--- src/rtl/pscomp_pkg.sv ---
// ----------------------------------------------------------------------------
// pscomp_pkg
// types and constants shared by the premultiplied src-over compositor
// ----------------------------------------------------------------------------
package pscomp_pkg;

    // register indexes on the configuration port
    typedef enum logic [1:0] {
        CFG_MODE         = 2'd0,
        CFG_FILL_COLOR   = 2'd1,
        CFG_GLOBAL_ALPHA = 2'd2
    } cfg_index_t;

    // compositing mode
    typedef enum logic {
        MODE_BITMAP = 1'b0,
        MODE_FILL   = 1'b1
    } mode_t;

    typedef struct packed {
        mode_t       mode;
        logic [31:0] fill_color;
        logic [7:0]  global_alpha;
    } cfg_t;

    // per stage load enables of the channel pipeline
    typedef struct packed {
        logic a;
        logic b;
        logic c;
        logic d;
    } pipe_en_t;

    localparam logic [7:0]  ALPHA_OPAQUE = 8'd255;
    localparam logic [7:0]  ALPHA_CLEAR  = 8'd0;
    localparam logic [7:0]  CHAN_MAX     = 8'd255;

    // 255 * 255, full scale of an alpha product
    localparam logic [15:0] FULL_SCALE   = 16'd65025;

    // rounding divide: floor((2n + 65025) / 130050)
    localparam logic [16:0] DIVISOR      = 17'd130050;
    // floor(2^34 / 130050), the estimate is low by at most one
    localparam logic [17:0] DIV_RECIP    = 18'd132102;
    localparam int          DIV_SHIFT    = 34;

endpackage

--- src/rtl/pscomp_cfg.sv ---
// ----------------------------------------------------------------------------
// pscomp_cfg
// configuration registers: mode, fill color and global alpha
// ----------------------------------------------------------------------------
module pscomp_cfg
(
    input  logic                clk,
    input  logic                rst_n,
    input  logic                cfg_valid,
    output logic                cfg_ready,
    input  logic [1:0]          cfg_index,
    input  logic [31:0]         cfg_data,
    output pscomp_pkg::cfg_t    cfg
);

    pscomp_pkg::mode_t mode_reg;
    logic [31:0]       fill_reg;
    logic [7:0]        galpha_reg;

    assign cfg_ready = 1'b1;

    always_ff @(posedge clk or negedge rst_n)
    begin
        if (!rst_n)
        begin
            mode_reg   <= pscomp_pkg::MODE_BITMAP;
            fill_reg   <= 32'd0;
            galpha_reg <= 8'd255;
        end
        else if (cfg_valid)
        begin
            case (cfg_index)
                pscomp_pkg::CFG_MODE:
                begin
                    mode_reg <= pscomp_pkg::mode_t'(cfg_data[0]);
                end
                pscomp_pkg::CFG_FILL_COLOR:
                begin
                    fill_reg <= cfg_data;
                end
                pscomp_pkg::CFG_GLOBAL_ALPHA:
                begin
                    galpha_reg <= cfg_data[7:0];
                end
                default:
                begin
                    // unknown index, ignored
                end
            endcase
        end
    end

    assign cfg.mode         = mode_reg;
    assign cfg.fill_color   = fill_reg;
    assign cfg.global_alpha = galpha_reg;

endmodule

--- src/rtl/pscomp_chan.sv ---
// ----------------------------------------------------------------------------
// pscomp_chan
// one color channel: products, numerator, reciprocal divide, correct and clamp
// ----------------------------------------------------------------------------
module pscomp_chan
(
    input  logic                    clk,
    input  pscomp_pkg::pipe_en_t    en,
    input  logic [7:0]              cs,
    input  logic [7:0]              cd,
    input  logic [7:0]              as_in,
    input  logic [7:0]              g,
    input  logic                    byp,
    input  logic [7:0]              byp_byte,
    output logic [7:0]              out_byte
);

    // stage a: source and alpha products
    logic [15:0] csg_a_reg;
    logic [15:0] ag_a_reg;
    logic [7:0]  cd_a_reg;
    logic        byp_a_reg;
    logic [7:0]  bypb_a_reg;

    // stage b: rounded numerator 2n + 65025
    logic [23:0] t1;
    logic [23:0] t2;
    logic [24:0] n_sum;
    logic [25:0] m_next;
    logic [25:0] m_b_reg;
    logic        byp_b_reg;
    logic [7:0]  bypb_b_reg;

    // stage c: quotient estimate
    logic [43:0] prod;
    logic [8:0]  qest_next;
    logic [8:0]  qest_c_reg;
    logic [25:0] m_c_reg;
    logic        byp_c_reg;
    logic [7:0]  bypb_c_reg;

    // stage d: correction and clamp
    logic [26:0] qm;
    logic [26:0] rem;
    logic [8:0]  q;
    logic [7:0]  sat;
    logic [7:0]  out_reg;
    logic [7:0]  out_next;

    always_ff @(posedge clk)
    begin
        if (en.a)
        begin
            csg_a_reg  <= 16'(cs) * 16'(g);
            ag_a_reg   <= 16'(as_in) * 16'(g);
            cd_a_reg   <= cd;
            byp_a_reg  <= byp;
            bypb_a_reg <= byp_byte;
        end
    end

    always_comb
    begin
        t1     = {csg_a_reg, 8'd0} - 24'(csg_a_reg);
        t2     = 24'(pscomp_pkg::FULL_SCALE - ag_a_reg) * 24'(cd_a_reg);
        n_sum  = 25'(t1) + 25'(t2);
        m_next = {n_sum, 1'b0} + 26'(pscomp_pkg::FULL_SCALE);
    end

    always_ff @(posedge clk)
    begin
        if (en.b)
        begin
            m_b_reg    <= m_next;
            byp_b_reg  <= byp_a_reg;
            bypb_b_reg <= bypb_a_reg;
        end
    end

    always_comb
    begin
        prod      = 44'(m_b_reg) * 44'(pscomp_pkg::DIV_RECIP);
        qest_next = prod[pscomp_pkg::DIV_SHIFT +: 9];
    end

    always_ff @(posedge clk)
    begin
        if (en.c)
        begin
            qest_c_reg <= qest_next;
            m_c_reg    <= m_b_reg;
            byp_c_reg  <= byp_b_reg;
            bypb_c_reg <= bypb_b_reg;
        end
    end

    always_comb
    begin
        qm  = 27'(qest_c_reg) * 27'(pscomp_pkg::DIVISOR);
        rem = 27'(m_c_reg) - qm;
        q   = qest_c_reg + 9'(rem >= 27'(pscomp_pkg::DIVISOR));
        sat = q[8] ? pscomp_pkg::CHAN_MAX : q[7:0];
        out_next = byp_c_reg ? bypb_c_reg : sat;
    end

    always_ff @(posedge clk)
    begin
        if (en.d)
        begin
            out_reg <= out_next;
        end
    end

    assign out_byte = out_reg;

endmodule

--- src/rtl/premult_src_over_compositor.sv ---
// ----------------------------------------------------------------------------
// premult_src_over_compositor
// premultiplied argb8888 source-over blend, without a stall one pixel per clock
// ----------------------------------------------------------------------------
// usage
//   input stream: one word per pixel pair, dest in tdata[31:0],
//   source in tdata[63:32]; output stream: the composited pixel
//   config port: cfg_index 0 mode, 1 fill color, 2 global alpha;
//   cfg_ready is always high, write only while the pipeline is empty
//   bitmap mode blends the source with global alpha g/255, fill mode
//   blends the fill color; an opaque fill is copied, a clear fill
//   passes the destination
//   an accepted pixel passes through five register stages in order
//   (operand select, 8x8 products, numerator, reciprocal multiply,
//   remainder correct and clamp); throughput is one pixel per cycle
//   while the receiver keeps up
//   reset: pipeline empties, mode bitmap, fill 0, global alpha 255
//   a receiver stall holds the output word; each stage keeps taking
//   words until it and every stage after it are full
// ----------------------------------------------------------------------------
module premult_src_over_compositor
(
    input  logic        clk,
    input  logic        rst_n,
    input  logic        s_axis_tvalid,
    output logic        s_axis_tready,
    input  logic [63:0] s_axis_tdata,   // dest_pixel, source_pixel
    output logic        m_axis_tvalid,
    input  logic        m_axis_tready,
    output logic [31:0] m_axis_tdata,   // out_pixel
    input  logic        cfg_valid,
    output logic        cfg_ready,
    input  logic [1:0]  cfg_index,
    input  logic [31:0] cfg_data
);

    pscomp_pkg::cfg_t     cfg;
    pscomp_pkg::pipe_en_t en;
    logic                 en_s;

    logic v_s_reg;
    logic v_a_reg;
    logic v_b_reg;
    logic v_c_reg;
    logic v_d_reg;

    logic [31:0] dst;
    logic [31:0] src;

    logic [31:0] src_next;
    logic [7:0]  g_next;
    logic        byp_next;
    logic [31:0] bypv_next;

    logic [31:0] src_s_reg;
    logic [31:0] dst_s_reg;
    logic [7:0]  g_s_reg;
    logic        byp_s_reg;
    logic [31:0] bypv_s_reg;

    logic [3:0][7:0] res_bytes;

    assign dst = s_axis_tdata[31:0];
    assign src = s_axis_tdata[63:32];

    pscomp_cfg u_cfg
    (
        .clk       (clk),
        .rst_n     (rst_n),
        .cfg_valid (cfg_valid),
        .cfg_ready (cfg_ready),
        .cfg_index (cfg_index),
        .cfg_data  (cfg_data),
        .cfg       (cfg)
    );

    // stage enables, a stage loads when empty or when the next one moves
    always_comb
    begin
        en.d = !v_d_reg || m_axis_tready;
        en.c = !v_c_reg || en.d;
        en.b = !v_b_reg || en.c;
        en.a = !v_a_reg || en.b;
        en_s = !v_s_reg || en.a;
    end

    assign s_axis_tready = en_s;

    always_ff @(posedge clk or negedge rst_n)
    begin
        if (!rst_n)
        begin
            v_s_reg <= 1'b0;
            v_a_reg <= 1'b0;
            v_b_reg <= 1'b0;
            v_c_reg <= 1'b0;
            v_d_reg <= 1'b0;
        end
        else
        begin
            if (en_s)
            begin
                v_s_reg <= s_axis_tvalid;
            end
            if (en.a)
            begin
                v_a_reg <= v_s_reg;
            end
            if (en.b)
            begin
                v_b_reg <= v_a_reg;
            end
            if (en.c)
            begin
                v_c_reg <= v_b_reg;
            end
            if (en.d)
            begin
                v_d_reg <= v_c_reg;
            end
        end
    end

    // operand select
    always_comb
    begin
        src_next  = src;
        g_next    = cfg.global_alpha;
        byp_next  = 1'b0;
        bypv_next = dst;
        if (cfg.mode == pscomp_pkg::MODE_FILL)
        begin
            src_next = cfg.fill_color;
            g_next   = pscomp_pkg::ALPHA_OPAQUE;
            if (cfg.fill_color[31:24] == pscomp_pkg::ALPHA_OPAQUE)
            begin
                byp_next  = 1'b1;
                bypv_next = cfg.fill_color;
            end
            else if (cfg.fill_color[31:24] == pscomp_pkg::ALPHA_CLEAR)
            begin
                byp_next  = 1'b1;
                bypv_next = dst;
            end
        end
    end

    always_ff @(posedge clk)
    begin
        if (en_s)
        begin
            src_s_reg  <= src_next;
            dst_s_reg  <= dst;
            g_s_reg    <= g_next;
            byp_s_reg  <= byp_next;
            bypv_s_reg <= bypv_next;
        end
    end

    for (genvar i = 0; i < 4; i++)
    begin : g_chan
        pscomp_chan u_chan
        (
            .clk      (clk),
            .en       (en),
            .cs       (src_s_reg[8*i +: 8]),
            .cd       (dst_s_reg[8*i +: 8]),
            .as_in    (src_s_reg[31:24]),
            .g        (g_s_reg),
            .byp      (byp_s_reg),
            .byp_byte (bypv_s_reg[8*i +: 8]),
            .out_byte (res_bytes[i])
        );
    end

    assign m_axis_tvalid = v_d_reg;
    assign m_axis_tdata  = res_bytes;

endmodule

--- config.mk ---
export PLATFORM = sky130hd
export DESIGN_NAME = premult_src_over_compositor
export DESIGN_NICKNAME = d
export VERILOG_FILES = /design/src/rtl/pscomp_pkg.sv /design/src/rtl/pscomp_cfg.sv /design/src/rtl/pscomp_chan.sv /design/src/rtl/premult_src_over_compositor.sv
export SDC_FILE = /design/constraint.sdc
export NUM_CORES = 2
export LEC_CHECK = 0
export ABC_AREA = 1
export BUFFER_PORTS_ARGS = -buffer_cell sky130_fd_sc_hd__buf_2
export CAP_MARGIN = 40
export CORE_AREA = 5 5 398 400
export DETAILED_ROUTE_END_ITERATION = 16
export DIE_AREA = 0 0 403 405
export PLACE_DENSITY = 0.75
export SYNTH_ARGS = -nofsm -noshare
export SYNTH_HDL_FRONTEND = slang
export SYNTH_SLANG_ARGS = --single-unit
--- constraint.sdc ---
create_clock -name clk -period 15.5 [get_ports clk]
set_clock_uncertainty 0.2 [all_clocks]
set_input_delay 3.1 -clock clk [delete_from_list [all_inputs] [get_ports clk]]
set_output_delay 3.1 -clock clk [all_outputs]
set_load 0.02 [all_outputs]
==> results.md <==
* First-pass GRT wire length at 347000 µm
* Top cell by count, worst path: nand2_1
* Die Ht at 405 µm
* WL met3 at 16800 µm
* Met1 WL at 94400 µm
* Setup_tns at 0 ns
* CP max-delay cell: inv_1
* Core Region at 155000 µm²
* Initial antenna violation count at 12
* Yosys top cell by area: edfxtp_1
* Critical Path End Type: register
* Most used DFF post-synth: edfxtp_1
* Synth Area in Adders at 37.6%
* Setup repair after global routing missed its margin: false
* Slew Limit Fails at 0
* Fmax at 108 MHz
* Synth top area share at 20.2%
* Ys Warns at 0
* Wire length per cell at 17.3 µm
* P&R area growth vs syn at 6.36%
* Area contributors post-synth: edfxtp_1 20%, ha_1 19%, fa_1 18%
* Worst setup margin at 6.27 ns
* Most frequent cells in the layout: 2124 x inv_1, 1967 x nand2_1, 1310 x ha_1
* Vias in the first global route at 68.0k
* CP required at 15.72 ns
* Met2 routed WL at 98200 µm
* Starting Density at 54.4%
* CP Launch Type: register
* Worst min-delay path class: reg2reg
* NumNets Final at 12.5k
* Post-cts sizing count at 0
* Pre-antenna DRT Iters at 6
* IO buf count at 136
* Final ANT Viol Nets at 0
* CTS tree: done
* GRT Residual Overflow at 0
* Synthesized area at 84400 µm²
* Largest net degree at the start of global routing at 171
* Total track usage at 26.3%
* Fin crit period at 9.23 ns
* Number of max-cap violations at 0
* Syn avg cell area at 8.20 µm²
* Final setup violation count at 0
* EDFF count, synth at 568
* CTS HTree Levels at 3
* XOR/XNOR Fraction of Synth Area at 4.91%
* Synth Area in Simple Gates at 17.5%
* TritonCTS buffer count at 73
* Most common cell after layout, fill and taps aside: inv_1
* Via density at 5.47
* Share of layout cells above drive strength 1 at 3.66%
* Final HPWL DP at 179000 µm
* IO Pins at 138
* Fin crit share at 59.6%
* Largest family of logic cells by synthesized area: adder cells
* Mapped Cells at 10.3k
* Standard-cell rows at 145
* Seq/Total Area, Yosys at 21.6%
* Critical path arrival at 9.45 ns
* Worst-Margin Slew at 0.969 ns
* CTS Root Cell: clkbuf_16
* Top Layer Used: met5
* Starting DRT DRC Count at 5041
* Yosys reg bits at 614
* Endpoints failing hold at 0
* Chip width at 403 µm
* Via count at 68.3k
* Post-synth ARST share at 7.49%
* Unique masters post-synth at 72
* Worst-Skew Late Latency at 0.69 ns
* Status: completed
* WS Path Type: reg2reg
* Clk sinks at 614
* Clock Path Buffers at 3
* Clock-pin slew of the registers on the worst-case setup and hold paths at 0.07 ns
* Max transition margin at 35.4%
* Multiplexer share of the synthesized area at 0%
* Number of remaining DRC errors at 0
* Compound-cell area share of the yosys netlist at 8.12%
* # Post-CTS Setup Buffers at 0
* # hold bufs at CTS at 0
* Critical path fanouts, max at 34
* GP Congestion at 0.958
* Wirelength, routed at 215000 µm
* Crit-path max cell delay at 0.65 ns
* Place WS at 6.23 ns
* Die area at 163000 µm²
[kinds of logic after synthesis]
logic type,count (synthesis)
DFF,614
xor gates and xnor gates,467
and+or+nand+nor,3569
other,1
AOI/OAI and AO/OA,1245
buffers and inverters,2312
adders and majority gates,2074
[final timing paths]
path	from	end	depth (start not counted)	slack, ns
setup / recovery	g_chan[1].u_chan.ag_a_reg[1]$_DFFE_PP_	g_chan[3].u_chan.m_b_reg[24]$_DFFE_PP_	41	6.27
hold / removal	bypv_s_reg[22]$_DFFE_PP_	g_chan[2].u_chan.bypb_a_reg[6]$_DFFE_PP_	0	0.22
setup reg to reg	g_chan[1].u_chan.ag_a_reg[1]$_DFFE_PP_	g_chan[3].u_chan.m_b_reg[24]$_DFFE_PP_	41	6.27
hold reg to reg	bypv_s_reg[22]$_DFFE_PP_	g_chan[2].u_chan.bypb_a_reg[6]$_DFFE_PP_	0	0.22
max in group asynchronous	rst_n	m_axis_tvalid$_DFFE_PN0P_	2	12.30
min in group asynchronous	rst_n	u_cfg.fill_reg[10]$_DFFE_PN0P_	2	2.35
[layer usage]
layer / global-route usage (%) / vias up
li1: - / 33000
met1: 36.1 / 32700
met2: 42.9 / 2155
met3: 5.01 / 381
met4: 7.15 / 2
met5: 0 / -
[synthesized netlist by cell type (8+ instances only)]
cell         n
ha_1      1310
o221ai_1     8
edfxtp_1   568
nand2_2     21
buf_2        9
o21ai_0    372
clkbuf_2    25
o21a_1      19
a21oi_1    604
nand3b_1    31
and3_1       9
o21bai_1    33
dfstp_2      8
clkbuf_1   131
inv_1     2129
a21o_1      56
nor2_1     904
nand4_1    117
xor2_1     305
a31oi_1     64
dfrtp_1     38
or2_2       12
nor2_2      10
nor4_1      35
o211ai_1    24
a21boi_0    14
o21ai_1      9
nand2_1   1968
xnor2_1    158
nand3_1    351
nor3_1      79
fa_1       764
[critical path, delay by kind of cell (launching register included)]
kind | cells | cell delay (ns)
fa+ha+maj | 7 | 2.98
simple gates | 21 | 2.96
buf+inv | 7 | 1.40
compound gates | 5 | 0.86
flops | 1 | 0.36
xor+xnor | 1 | 0.17
[metrics by stage]
stage / cells / area [µm²] / hold WS, ns / utilization, %
after floorplan: 10300 / 84400 / 0.200 / -
final: 12500 / 89700 / 0.216 / 57.9
after global routing: 12500 / 89700 / 0.222 / 57.9
after detailed placement: 12300 / 87300 / 0.205 / 56.3
after CTS: 12500 / 89700 / 0.215 / 57.9
after global placement: 12300 / 87200 / 0.201 / 56.3
[cell type report]
type,count,area (µm²)
clock buffers,98,2070
repair buffers,173,992
flip-flops and latches,614,18200
fillers,13800,65200
clock inverters,32,387
inverters,2139,8040
well taps,2058,2570
diodes,5,12.5
multi-input cells,7357,57400
Power is left out: the tool's default activity adds up to more than one toggle a clock period on the data nets, which glitch-free logic cannot reach.
